==> src/design/byte_stuffing_frame_encoder_unit_macros.svh <==
// ----------------------------------------------------------------------------
// Assertion macros for the byte stuffing frame encoder
// Shared helpers that wrap concurrent assertions with clock and reset.
// ----------------------------------------------------------------------------
`ifndef BYTE_STUFFING_FRAME_ENCODER_UNIT_MACROS_SVH
`define BYTE_STUFFING_FRAME_ENCODER_UNIT_MACROS_SVH

// Same-cycle implication, disabled while in reset
`define BSFE_ASSERT_IMP(name, clk, rstn, ante, cons, msg) \
	name: assert property (@(posedge clk) disable iff (!(rstn)) (ante) |-> (cons)) \
		else $error(msg);

// Next-cycle implication, disabled while in reset
`define BSFE_ASSERT_NXT(name, clk, rstn, ante, cons, msg) \
	name: assert property (@(posedge clk) disable iff (!(rstn)) (ante) |=> (cons)) \
		else $error(msg);

`endif

==> src/design/bsfe_pkg.sv <==
// ----------------------------------------------------------------------------
// bsfe_pkg
// Shared types and constants of the byte stuffing frame encoder.
// ----------------------------------------------------------------------------
package bsfe_pkg;

	// Configuration register indexes
	localparam logic [1:0] CFG_FLAG_BYTE   = 2'd0;
	localparam logic [1:0] CFG_ESCAPE_BYTE = 2'd1;
	localparam logic [1:0] CFG_ESCAPE_MASK = 2'd2;

	// Reset values of the configuration registers
	localparam logic [7:0] FLAG_RESET   = 8'd126;
	localparam logic [7:0] ESCAPE_RESET = 8'd125;
	localparam logic [7:0] MASK_RESET   = 8'd32;

	// Queue between front and back
	localparam int QUEUE_DEPTH = 4;
	localparam int QPTR_W      = $clog2(QUEUE_DEPTH);
	localparam int QCNT_W      = $clog2(QUEUE_DEPTH + 1);

	typedef struct packed {
		logic [7:0] flag_byte;
		logic [7:0] escape_byte;
		logic [7:0] escape_mask;
	} cfg_t;

	// One classified word as the back end needs it
	typedef struct packed {
		logic [7:0] data;
		logic [7:0] parity;
		logic [7:0] address;
		logic [7:0] control;
		logic       first;
		logic       last;
		logic       esc_data;
		logic       esc_parity;
	} item_t;

	// Write side of the queue
	typedef struct packed {
		logic  valid;
		item_t item;
	} q_wr_t;

	// Read side of the queue
	typedef struct packed {
		logic  empty;
		item_t head;
	} q_rd_t;

endpackage

==> src/design/bsfe_front.sv <==
// ----------------------------------------------------------------------------
// bsfe_front
// Accepts input words, keeps the running payload check and marks which
// bytes need escaping before pushing them into the queue.
// ----------------------------------------------------------------------------
module bsfe_front (
	input  logic             clk,
	input  logic             arst_n,
	input  bsfe_pkg::cfg_t   cfg,
	input  logic             in_valid,
	output logic             in_stall,
	input  logic [7:0]       payload_byte,
	input  logic             first_of_frame,
	input  logic             last_of_frame,
	input  logic [7:0]       address_byte,
	input  logic [7:0]       control_byte,
	input  logic             q_full,
	output bsfe_pkg::q_wr_t  q_wr
);
	import bsfe_pkg::*;

	logic [7:0] parity_q;
	logic [7:0] parity_new;
	logic       accept;

	// Stall while the queue has no room
	assign in_stall = q_full;
	assign accept   = in_valid && !q_full;

	// Restart the check on a new frame, otherwise fold in the byte
	assign parity_new = first_of_frame ? payload_byte : (parity_q ^ payload_byte);

	always_ff @(posedge clk or negedge arst_n) begin
		if (!arst_n) begin
			parity_q <= '0;
		end else if (accept) begin
			parity_q <= last_of_frame ? 8'd0 : parity_new;
		end
	end

	// Classify the word for the back end
	always_comb begin
		q_wr.valid           = accept;
		q_wr.item.data       = payload_byte;
		q_wr.item.parity     = parity_new;
		q_wr.item.address    = address_byte;
		q_wr.item.control    = control_byte;
		q_wr.item.first      = first_of_frame;
		q_wr.item.last       = last_of_frame;
		q_wr.item.esc_data   = (payload_byte == cfg.flag_byte) ||
		                       (payload_byte == cfg.escape_byte);
		q_wr.item.esc_parity = (parity_new == cfg.flag_byte) ||
		                       (parity_new == cfg.escape_byte);
	end

endmodule

==> src/design/bsfe_queue.sv <==
// ----------------------------------------------------------------------------
// bsfe_queue
// Short first-in first-out queue of classified words between front and back.
// ----------------------------------------------------------------------------
module bsfe_queue (
	input  logic             clk,
	input  logic             arst_n,
	input  bsfe_pkg::q_wr_t  q_wr,
	output logic             q_full,
	input  logic             pop,
	output bsfe_pkg::q_rd_t  q_rd
);
	import bsfe_pkg::*;

	item_t             entry_q [QUEUE_DEPTH];
	logic [QPTR_W-1:0] wr_ptr_q;
	logic [QPTR_W-1:0] rd_ptr_q;
	logic [QCNT_W-1:0] count_q;
	logic              push;
	logic              do_pop;

	assign q_full     = (count_q == QCNT_W'(QUEUE_DEPTH));
	assign q_rd.empty = (count_q == '0);
	assign q_rd.head  = entry_q[rd_ptr_q];
	assign push       = q_wr.valid && !q_full;
	assign do_pop     = pop && !q_rd.empty;

	// Store pushed words
	always_ff @(posedge clk) begin
		if (push) begin
			entry_q[wr_ptr_q] <= q_wr.item;
		end
	end

	// Advance pointers and fill count
	always_ff @(posedge clk or negedge arst_n) begin
		if (!arst_n) begin
			wr_ptr_q <= '0;
			rd_ptr_q <= '0;
			count_q  <= '0;
		end else begin
			if (push) begin
				wr_ptr_q <= wr_ptr_q + 1'b1;
			end
			if (do_pop) begin
				rd_ptr_q <= rd_ptr_q + 1'b1;
			end
			if (push && !do_pop) begin
				count_q <= count_q + 1'b1;
			end else if (do_pop && !push) begin
				count_q <= count_q - 1'b1;
			end
		end
	end

endmodule

==> src/design/bsfe_back.sv <==
// ----------------------------------------------------------------------------
// bsfe_back
// Sequencer that walks the head word through header (when it opens a frame),
// stuffed payload byte, stuffed check and closing flag (when it ends a frame),
// one line byte per cycle into the output register unless out_stall holds it.
// ----------------------------------------------------------------------------
module bsfe_back (
	input  logic             clk,
	input  logic             arst_n,
	input  bsfe_pkg::cfg_t   cfg,
	input  bsfe_pkg::q_rd_t  q_rd,
	output logic             pop,
	output logic             out_valid,
	input  logic             out_stall,
	output logic [7:0]       line_byte,
	output logic             end_of_run,
	output logic             end_of_frame
);
	import bsfe_pkg::*;

	localparam logic [3:0] PH_HFLAG    = 4'd0;
	localparam logic [3:0] PH_ADDR     = 4'd1;
	localparam logic [3:0] PH_CTRL     = 4'd2;
	localparam logic [3:0] PH_HCHK     = 4'd3;
	localparam logic [3:0] PH_DATA     = 4'd4;
	localparam logic [3:0] PH_DATA_ESC = 4'd5;
	localparam logic [3:0] PH_PAR      = 4'd6;
	localparam logic [3:0] PH_PAR_ESC  = 4'd7;
	localparam logic [3:0] PH_CFLAG    = 4'd8;

	logic [3:0] phase_q;
	logic       active_q;
	logic [3:0] phase_cur;
	logic [3:0] phase_nxt;
	logic [7:0] byte_cur;
	logic       done_cur;
	logic       eof_cur;
	logic       load;
	logic       out_valid_q;
	logic [7:0] line_byte_q;
	logic       end_of_run_q;
	logic       end_of_frame_q;
	item_t      hd;

	assign hd = q_rd.head;

	// Fresh word starts at the header or straight at the payload byte
	assign phase_cur = active_q ? phase_q : (hd.first ? PH_HFLAG : PH_DATA);

	// A word waits and the output register is free or being emptied this cycle
	assign load = !q_rd.empty && (!out_valid_q || !out_stall);
	assign pop  = load && done_cur;

	// Select the byte of the current phase and the phase after it
	always_comb begin
		byte_cur  = cfg.flag_byte;
		phase_nxt = PH_HFLAG;
		done_cur  = 1'b0;
		eof_cur   = 1'b0;
		unique case (phase_cur)
			PH_HFLAG: begin
				byte_cur  = cfg.flag_byte;
				phase_nxt = PH_ADDR;
			end
			PH_ADDR: begin
				byte_cur  = hd.address;
				phase_nxt = PH_CTRL;
			end
			PH_CTRL: begin
				byte_cur  = hd.control;
				phase_nxt = PH_HCHK;
			end
			PH_HCHK: begin
				byte_cur  = hd.address ^ hd.control;
				phase_nxt = PH_DATA;
			end
			PH_DATA: begin
				if (hd.esc_data) begin
					byte_cur  = cfg.escape_byte;
					phase_nxt = PH_DATA_ESC;
				end else begin
					byte_cur  = hd.data;
					phase_nxt = PH_PAR;
					done_cur  = !hd.last;
				end
			end
			PH_DATA_ESC: begin
				byte_cur  = hd.data ^ cfg.escape_mask;
				phase_nxt = PH_PAR;
				done_cur  = !hd.last;
			end
			PH_PAR: begin
				if (hd.esc_parity) begin
					byte_cur  = cfg.escape_byte;
					phase_nxt = PH_PAR_ESC;
				end else begin
					byte_cur  = hd.parity;
					phase_nxt = PH_CFLAG;
				end
			end
			PH_PAR_ESC: begin
				byte_cur  = hd.parity ^ cfg.escape_mask;
				phase_nxt = PH_CFLAG;
			end
			PH_CFLAG: begin
				byte_cur = cfg.flag_byte;
				done_cur = 1'b1;
				eof_cur  = 1'b1;
			end
			default: begin
				done_cur = 1'b1;
			end
		endcase
	end

	// Advance the sequencer and go idle once the word's last byte is loaded
	always_ff @(posedge clk or negedge arst_n) begin
		if (!arst_n) begin
			phase_q     <= PH_HFLAG;
			active_q    <= 1'b0;
			out_valid_q <= 1'b0;
		end else begin
			if (load) begin
				active_q <= !done_cur;
				phase_q  <= phase_nxt;
			end
			if (load) begin
				out_valid_q <= 1'b1;
			end else if (!out_stall) begin
				out_valid_q <= 1'b0;
			end
		end
	end

	// Hold the output word while stalled
	always_ff @(posedge clk) begin
		if (load) begin
			line_byte_q    <= byte_cur;
			end_of_run_q   <= done_cur;
			end_of_frame_q <= eof_cur;
		end
	end

	assign out_valid    = out_valid_q;
	assign line_byte    = line_byte_q;
	assign end_of_run   = end_of_run_q;
	assign end_of_frame = end_of_frame_q;

endmodule

==> src/design/byte_stuffing_frame_encoder_unit.sv <==
// ----------------------------------------------------------------------------
// byte_stuffing_frame_encoder_unit
// HDLC-style framer: header, byte-stuffed payload and check, closing flag.
// ----------------------------------------------------------------------------
// Accepts one payload word per cycle, unless in_stall is raised, into a
// four-entry queue and sends one line byte per cycle from a registered output
// while out_stall is low. A word yields four header bytes when it opens a
// frame, one or two for the stuffed payload byte, and one or two for the
// stuffed check plus the closing flag when it ends a frame. The sustained rate
// is set by the back-end sequencer, which loads the first byte of a word from
// the head of the queue into the output register. Frame check and escape
// decisions use the configuration as it stands when a word is taken,
// so registers should only be written while nothing is in flight.
// ----------------------------------------------------------------------------
`include "byte_stuffing_frame_encoder_unit_macros.svh"

module byte_stuffing_frame_encoder_unit (
	input  logic       clk,
	input  logic       arst_n,
	input  logic       cfg_wr_en,
	input  logic [1:0] cfg_index,
	input  logic [7:0] cfg_data,
	input  logic       in_valid,
	output logic       in_stall,
	input  logic [7:0] payload_byte,
	input  logic       first_of_frame,
	input  logic       last_of_frame,
	input  logic [7:0] address_byte,
	input  logic [7:0] control_byte,
	output logic       out_valid,
	input  logic       out_stall,
	output logic [7:0] line_byte,
	output logic       end_of_run,
	output logic       end_of_frame
);
	import bsfe_pkg::*;

	cfg_t  cfg_q;
	q_wr_t q_wr;
	q_rd_t q_rd;
	logic  q_full;
	logic  pop;

	// Configuration registers
	always_ff @(posedge clk or negedge arst_n) begin
		if (!arst_n) begin
			cfg_q.flag_byte   <= FLAG_RESET;
			cfg_q.escape_byte <= ESCAPE_RESET;
			cfg_q.escape_mask <= MASK_RESET;
		end else if (cfg_wr_en) begin
			unique case (cfg_index)
				CFG_FLAG_BYTE:   cfg_q.flag_byte   <= cfg_data;
				CFG_ESCAPE_BYTE: cfg_q.escape_byte <= cfg_data;
				CFG_ESCAPE_MASK: cfg_q.escape_mask <= cfg_data;
				default: ;
			endcase
		end
	end

	bsfe_front u_front (
		.clk            (clk),
		.arst_n         (arst_n),
		.cfg            (cfg_q),
		.in_valid       (in_valid),
		.in_stall       (in_stall),
		.payload_byte   (payload_byte),
		.first_of_frame (first_of_frame),
		.last_of_frame  (last_of_frame),
		.address_byte   (address_byte),
		.control_byte   (control_byte),
		.q_full         (q_full),
		.q_wr           (q_wr)
	);

	bsfe_queue u_queue (
		.clk    (clk),
		.arst_n (arst_n),
		.q_wr   (q_wr),
		.q_full (q_full),
		.pop    (pop),
		.q_rd   (q_rd)
	);

	bsfe_back u_back (
		.clk          (clk),
		.arst_n       (arst_n),
		.cfg          (cfg_q),
		.q_rd         (q_rd),
		.pop          (pop),
		.out_valid    (out_valid),
		.out_stall    (out_stall),
		.line_byte    (line_byte),
		.end_of_run   (end_of_run),
		.end_of_frame (end_of_frame)
	);

	// Closing flag ends the run of its word
	`BSFE_ASSERT_IMP(a_eof_ends_run, clk, arst_n, out_valid && end_of_frame, end_of_run, "closing flag without end of run")

	// Closing flag carries the configured flag value
	`BSFE_ASSERT_IMP(a_eof_is_flag, clk, arst_n, out_valid && end_of_frame, line_byte == cfg_q.flag_byte, "closing flag byte mismatch")

	// A frame needs at least payload and check before the next closing flag
	`BSFE_ASSERT_NXT(a_no_double_eof, clk, arst_n, out_valid && end_of_frame && !out_stall, !(out_valid && end_of_frame), "closing flags back to back")

endmodule
==> config.mk <==
export PLATFORM = sky130hd
export DESIGN_NAME = byte_stuffing_frame_encoder_unit
export DESIGN_NICKNAME = d
export VERILOG_FILES = /design/src/design/bsfe_pkg.sv /design/src/design/bsfe_front.sv /design/src/design/bsfe_queue.sv /design/src/design/bsfe_back.sv /design/src/design/byte_stuffing_frame_encoder_unit.sv
export VERILOG_INCLUDE_DIRS = /design/src /design/src/design
export SDC_FILE = /design/constraint.sdc
export NUM_CORES = 1
export LEC_CHECK = 0
export BUFFER_PORTS_ARGS = -buffer_cell sky130_fd_sc_hd__buf_2
export CAP_MARGIN = 40
export CORE_MARGIN = 10
export CORE_UTILIZATION = 50
export CTS_BUF_LIST = sky130_fd_sc_hd__clkbuf_16
export CTS_CLUSTER_SIZE = 25
export DETAILED_ROUTE_END_ITERATION = 10
export PLACE_DENSITY = 0.73
export SETUP_SLACK_MARGIN = 0.2
export SKIP_CTS_REPAIR_TIMING = 1
export SKIP_LAST_GASP = 1
export SYNTH_ARGS = -nofsm -noshare
export SYNTH_HDL_FRONTEND = slang
export SYNTH_HIERARCHICAL = 1
export SYNTH_SLANG_ARGS = --single-unit
==> constraint.sdc <==
create_clock -name clk -period 6.2 [get_ports clk]
set_input_delay 1.86 -clock clk [delete_from_list [all_inputs] [get_ports clk]]
set_output_delay 1.86 -clock clk [all_outputs]
set_load 0.02 [all_outputs]
== Yosys cells after proc, flatten, opt, wreduce, memory -nomap -nowiden ==
Memory sizes are Yosys's and may differ from the RTL's.
Cells that the tools add are included.
Word-level totals
  register bits: 55
  bits in writable memories: 144
  output and inout bits: 12
  memories kept: 1
Operators by class
  $add $sub $neg: 4
  equal/unequal tests: 16
  mux-type cells: 19
  bitwise gates (word level): 4
  reduce and logical (&&, ||, !) cells: 26
Memories
  u_queue.entry_q: words 4, width 36, rd ports 1, clocked after memory_dff 0, wr ports 1, line bsfe_queue.sv:15  | item_t entry_q [QUEUE_DEPTH];
Operator list (count)
  8-bit one-hot mux with 7 select lines: 1
  8-bit == test: 4
  8-bit 2-to-1 mux: 4
  4-bit one-hot mux with 8 select lines: 1
  8-bit XOR: 4
  4-bit by 3-bit == test with 1-bit output (second input constant): 4
  3-bit 2-to-1 mux: 3
  4-bit by 2-bit == test with 1-bit output (second input constant): 2
  1-bit zero test: 8
  4-bit 2-to-1 mux: 2
  1-bit logical AND: 7
  1-bit 2-to-1 mux: 6
  2-bit AND reduction: 3
  6-bit OR reduction: 1
  2-bit by 1-bit adder with 2-bit output (second input constant): 2
  4-bit by 1-bit == test with 1-bit output (second input constant): 1
  4-bit == test (second input constant): 1
  4-bit zero test: 1
  3-bit by 1-bit adder with 3-bit output (second input constant): 1
  3-bit == test (second input constant): 1
  3-bit zero test: 1
  1-bit logical OR: 3
  1-bit one-hot mux with 3 select lines: 1
  3-bit by 1-bit subtractor with 3-bit output (second input constant): 1
  6 further kinds: 6

== Longest topological paths before layout ==
An unclocked memory read counts as a cell.
  word-level depth: 11
  mapped depth: 14
  mapped depth without buffers: 12

== Cells and area by module ==
The synthesis kept the hierarchy.
Modules (own cells, without submodules)
  bsfe_queue: times used 1, cells an instance 224, area an instance 5635.4 um^2
  bsfe_back: times used 1, cells an instance 186, area an instance 1632.8 um^2
  bsfe_front: times used 1, cells an instance 126, area an instance 1093.5 um^2
  byte_stuffing_frame_encoder_unit: times used 1, cells an instance 51, area an instance 928.4 um^2

== Worst setup path before layout ==
Ideal clock, no wire load.
  path kind: input to register
  from: input port out_stall
  to: register u_queue.count_q[2]
  data arrival time: 3768 ps
  data required time: 6121 ps
  path slack: 2353 ps
  stages on the path: 11
  path through: nand2_1 -> nand2b_1 -> clkinv_1 -> and2_1 -> nand2_1 -> ha_1 -> inv_1 -> fa_1 -> xor2_1 -> nor2_1 -> xor2_1
On the way
  word-level cells in the longest chain between the ends: 8
  elaborated cells between the ends (all ways): 10
RTL lines
  from (decl): line byte_stuffing_frame_encoder_unit.sv:31  | input logic out_stall,
  1-bit zero test (*): line bsfe_back.sv:51  | assign load = !q_rd.empty && (!out_valid_q || !out_stall);
  1-bit logical OR (*): line bsfe_back.sv:51
  1-bit logical AND (*): line bsfe_back.sv:51
  named net u_back.load: line bsfe_back.sv:38  | logic load;
  1-bit logical AND (*): line bsfe_back.sv:52  | assign pop = load && done_cur;
  named net pop: line byte_stuffing_frame_encoder_unit.sv:42  | logic pop;
  1-bit logical AND (*): line bsfe_queue.sv:26  | assign do_pop = pop && !q_rd.empty;
  1-bit zero test: line bsfe_queue.sv:48  | if (push && !do_pop) begin
  1-bit logical AND: line bsfe_queue.sv:48
  3-bit 2-to-1 mux / 2-bit nonzero test (equally long branches)
  to (signal assigned): line bsfe_queue.sv:49  | count_q <= count_q + 1'b1;
  to (signal assigned): line bsfe_queue.sv:51  | count_q <= count_q - 1'b1;
  to (decl): line bsfe_queue.sv:18  | logic [QCNT_W-1:0] count_q;
Mark *: on every way through the listed nets, which the timed path passes. The rest lies on a longest branch.
A chain may end at the register's enable or synchronous reset.

== Worst setup path in the final report ==
Same ends and word-level chain as after synthesis.

==> results.md <==
- Clock skew: 0.00735 ns
- DPL Wire Length: 13900 um
- Area share of and/or/nand/nor cells after synthesis: 7.99%
- Commonest non-fill, non-tap cells in the layout: 154 x edfxtp_1, 52 x buf_2, 36 x mux4_2
- Setup TNS: 0 ns
- CTS root buf: clkbuf_16
- Final #Nets: 663
- Primary FF master, synth: edfxtp_1
- Cells after Synth: 587
- Fill cell count: ~1.4k
- # diodes: 0
- Post-synthesis adder-cell area fraction: less than 1%
- Main combinational cell family by area after synthesis: multiplexers
- Worst Setup Start Kind: primary input
- Row count: roughly 50
- Hold Path Class: flip-flop to flip-flop
- CTS Buf Count: 17
- Routed Antenna Nets: 0
- Area delta synth->final: 9.17%
- Share of layout cells above drive strength 1: 29.4%
- Overall Global Routing Usage: 16.5%
- Placed cell area: about 9500 um^2
- Worst slew margin: approximately 44%
- Pin count of the biggest net entering global routing: 28
- Most common cell after layout, fill and taps aside: edfxtp_1
- Multiplexer share of the synthesized area: 12.7%
- Vias in the first global route: about 5.4k
- Synth Warn #: 6
- Residual DRC: 0
- Fin crit share: 62.9%
- Clk_lat worst skew: 0.43 ns
- Final wirelength: approximately 20000 um
- WS Path Type: primary input to flip-flop
- Post-synthesis compound-gate area fraction: 5.71%
- Largest cells by area after synthesis: edfxtp_1 50%, mux4_2 8.7%, dfrtp_1 8.6%, dfstp_2 3.7%, mux2_2 3.2%
- Die X: 156 um
- Crit path largest cell delay: 0.52 ns
- Count of different cell masters after synthesis: 70
- Routability cong.: about 0.9
- Fraction of registers with async set/reset: between 20% and 30%
- Area share of the largest cell type after synthesis: 49.8%
- Final Setup Violations: 0
- Least-Margin Pin Slew: 0.839 ns
- Critical Path RT: 6.55 ns
- Initial antenna violation count: 0
- Slowest-stage cell, CP: clkinv_1
- Final Hold Fails: 0
- Initial DRC Count: 392
- Final core occ: 55.9%
- DIE AREA: 24400 um^2
- Via density: 5.97
- Average size of a mapped cell: between 15 and 20 um^2
- CTS tree: built
- MaxCap Viol Count: 0
- Arrival time worst endpoint: 4.25 ns
- Netlist Area Pre-Place: roughly 9300 um^2
- Vias: around 5.1k
- Worst-path fanout max: 18
- Core area: 18100 um^2
- Crit-path cells: buf_2, nand2_1, nand2b_1, clkinv_1, and2_1, nand2_1, ha_1, inv_1, fa_1, xor2_1, nor2_1, xor2_1
- RSZ-0062 raised after global routing: no
- Pins Over Slew Limit: 0
- Die H: 156 um
- Leakage: 3.59 nW
- I/O Buffers: 52
- Sequential element share of the synthesized area: 62.1%
- Clock Path Buffers: 2
- Clock sinks: 199
- First-pass GRT wire length: 30800 um
- H-tree levels: 4
- # IOs: 53
- Area leader, netlist: edfxtp_1
- Fin crit period: 3.90 ns
- Worst-path clk slew: 0.07 ns
- Number of flops mapped to enable cells by yosys: ~150
- Max Freq: ~260 MHz
- Critical path endpoint category: flip-flop
- Status: finished clean
- Pwr dens: 484 nW/um^2
- Post-route cell area: a little over 10000 um^2
- TritonRoute pass-1 iters: 5
- Post-synthesis xor/xnor area fraction: 5.93%
- Initial Util: between 50% and 60%
- Synth Register Bits: roughly 200
- Remaining global-route overflow: 0
- Worst VDD drop: 0.227 mV
- Drt wl/cell: around 23 um
- Syn Nets: 634
-- layout make-up --
class | instances | area (um^2) | area share (%)
inverters | 12 | 45.0 | 0.444
clock inverters | 15 | 188 | 1.85
repair buffers | 60 | 340 | 3.36
well taps | 229 | 287 | 2.83
clock buffers | 17 | 425 | 4.19
flip-flops and latches | 199 | 5770 | 56.9
multi-input cells | 326 | 3090 | 30.5
-- power by group --
part	internal, W	switching, W
Clock	0.000670	0.000460
Sequential	0.00183	0.000268
Combinational	0.000715	0.000962
Total	0.00322	0.00169
-- registers in the layout (all words and copies together), names as in the netlist, 2 cells and up --
register          cells
u_back/phase_q        4
cfg_q                24
u_back/line_byte      8
u_queue/count_q       3
u_front/parity_q      8
u_queue/wr_ptr_q      2
u_queue/entry_q     144
u_queue/rd_ptr_q      2
-- routing by layer --
| metal | vias up | part of all wire, % | global-route usage, % |
|---|---|---|---|
| met4 | 0 | 1.7 | 6.61 |
| li1 | 2276 | - | - |
| met2 | 189 | 50 | 26.4 |
| met3 | 27 | 6.1 | 3.76 |
| met1 | 2628 | 43 | 21.4 |
| met5 | - | 0 | 0 |
-- metrics by stage --
step / setup slack (ns) / total power, W / std cells / hold WS [ns]
6_report: 2.30 / 0.00490 / 858 / 0.482
5_1_grt: 2.10 / 0.00514 / 858 / 0.504
4_1_cts: 2.31 / 0.00491 / 858 / 0.481
3_5_place_dp: 1.86 / 0.00378 / 826 / 0.471
3_3_place_gp: 2.00 / 0.00373 / 825 / 0.466
2_1_floorplan: 2.35 / 0.00337 / 587 / 0.445
-- final timing paths --
kind	from	depth (start not counted)	end	slack, ns
worst max register to register	u_queue/rd_ptr_q[1]	10	u_queue/count_q[1]	2.64
worst min-delay path	u_queue/count_q[2]	1	u_queue/count_q[2]	0.48
max in group asynchronous	arst_n	2	cfg_q[5]	4.17
worst min register to register	u_queue/count_q[2]	1	u_queue/count_q[2]	0.48
min in group asynchronous	arst_n	1	cfg_q[2]	1.43
worst max-delay path	out_stall	12	u_queue/count_q[2]	2.30
-- cell families (layout without fill, tap and decap cells) --
group / Yosys count / in the layout
buffers and inverters: 62 / 104
multiplexers: 70 / 70
flip-flops: 199 / 199
AO/OA/AOI/OAI: 66 / 66
XOR/XNOR: 62 / 62
adder cells (fa/ha/maj): 6 / 6
AND/OR/NAND/NOR: 122 / 122
-- synth_stat cells, types with 9 or more instances --
library cell	instances
nor2_1	19
dfrtp_1	32
nand2_1	33
buf_4	32
a22o_1	9
a21oi_1	10
nor2b_1	9
xor2_1	32
dfstp_2	13
inv_1	11
edfxtp_1	154
buf_2	9
mux2_2	26
mux4_2	36
xnor2_1	29
-- critical path: cells and delay by family --
family	cells	cell delay, ns
buf+inv	3	0.66
xor+xnor	2	0.30
simple gates	5	0.85
fa+ha+maj	2	0.57
(Power assumes the default switching activity.)
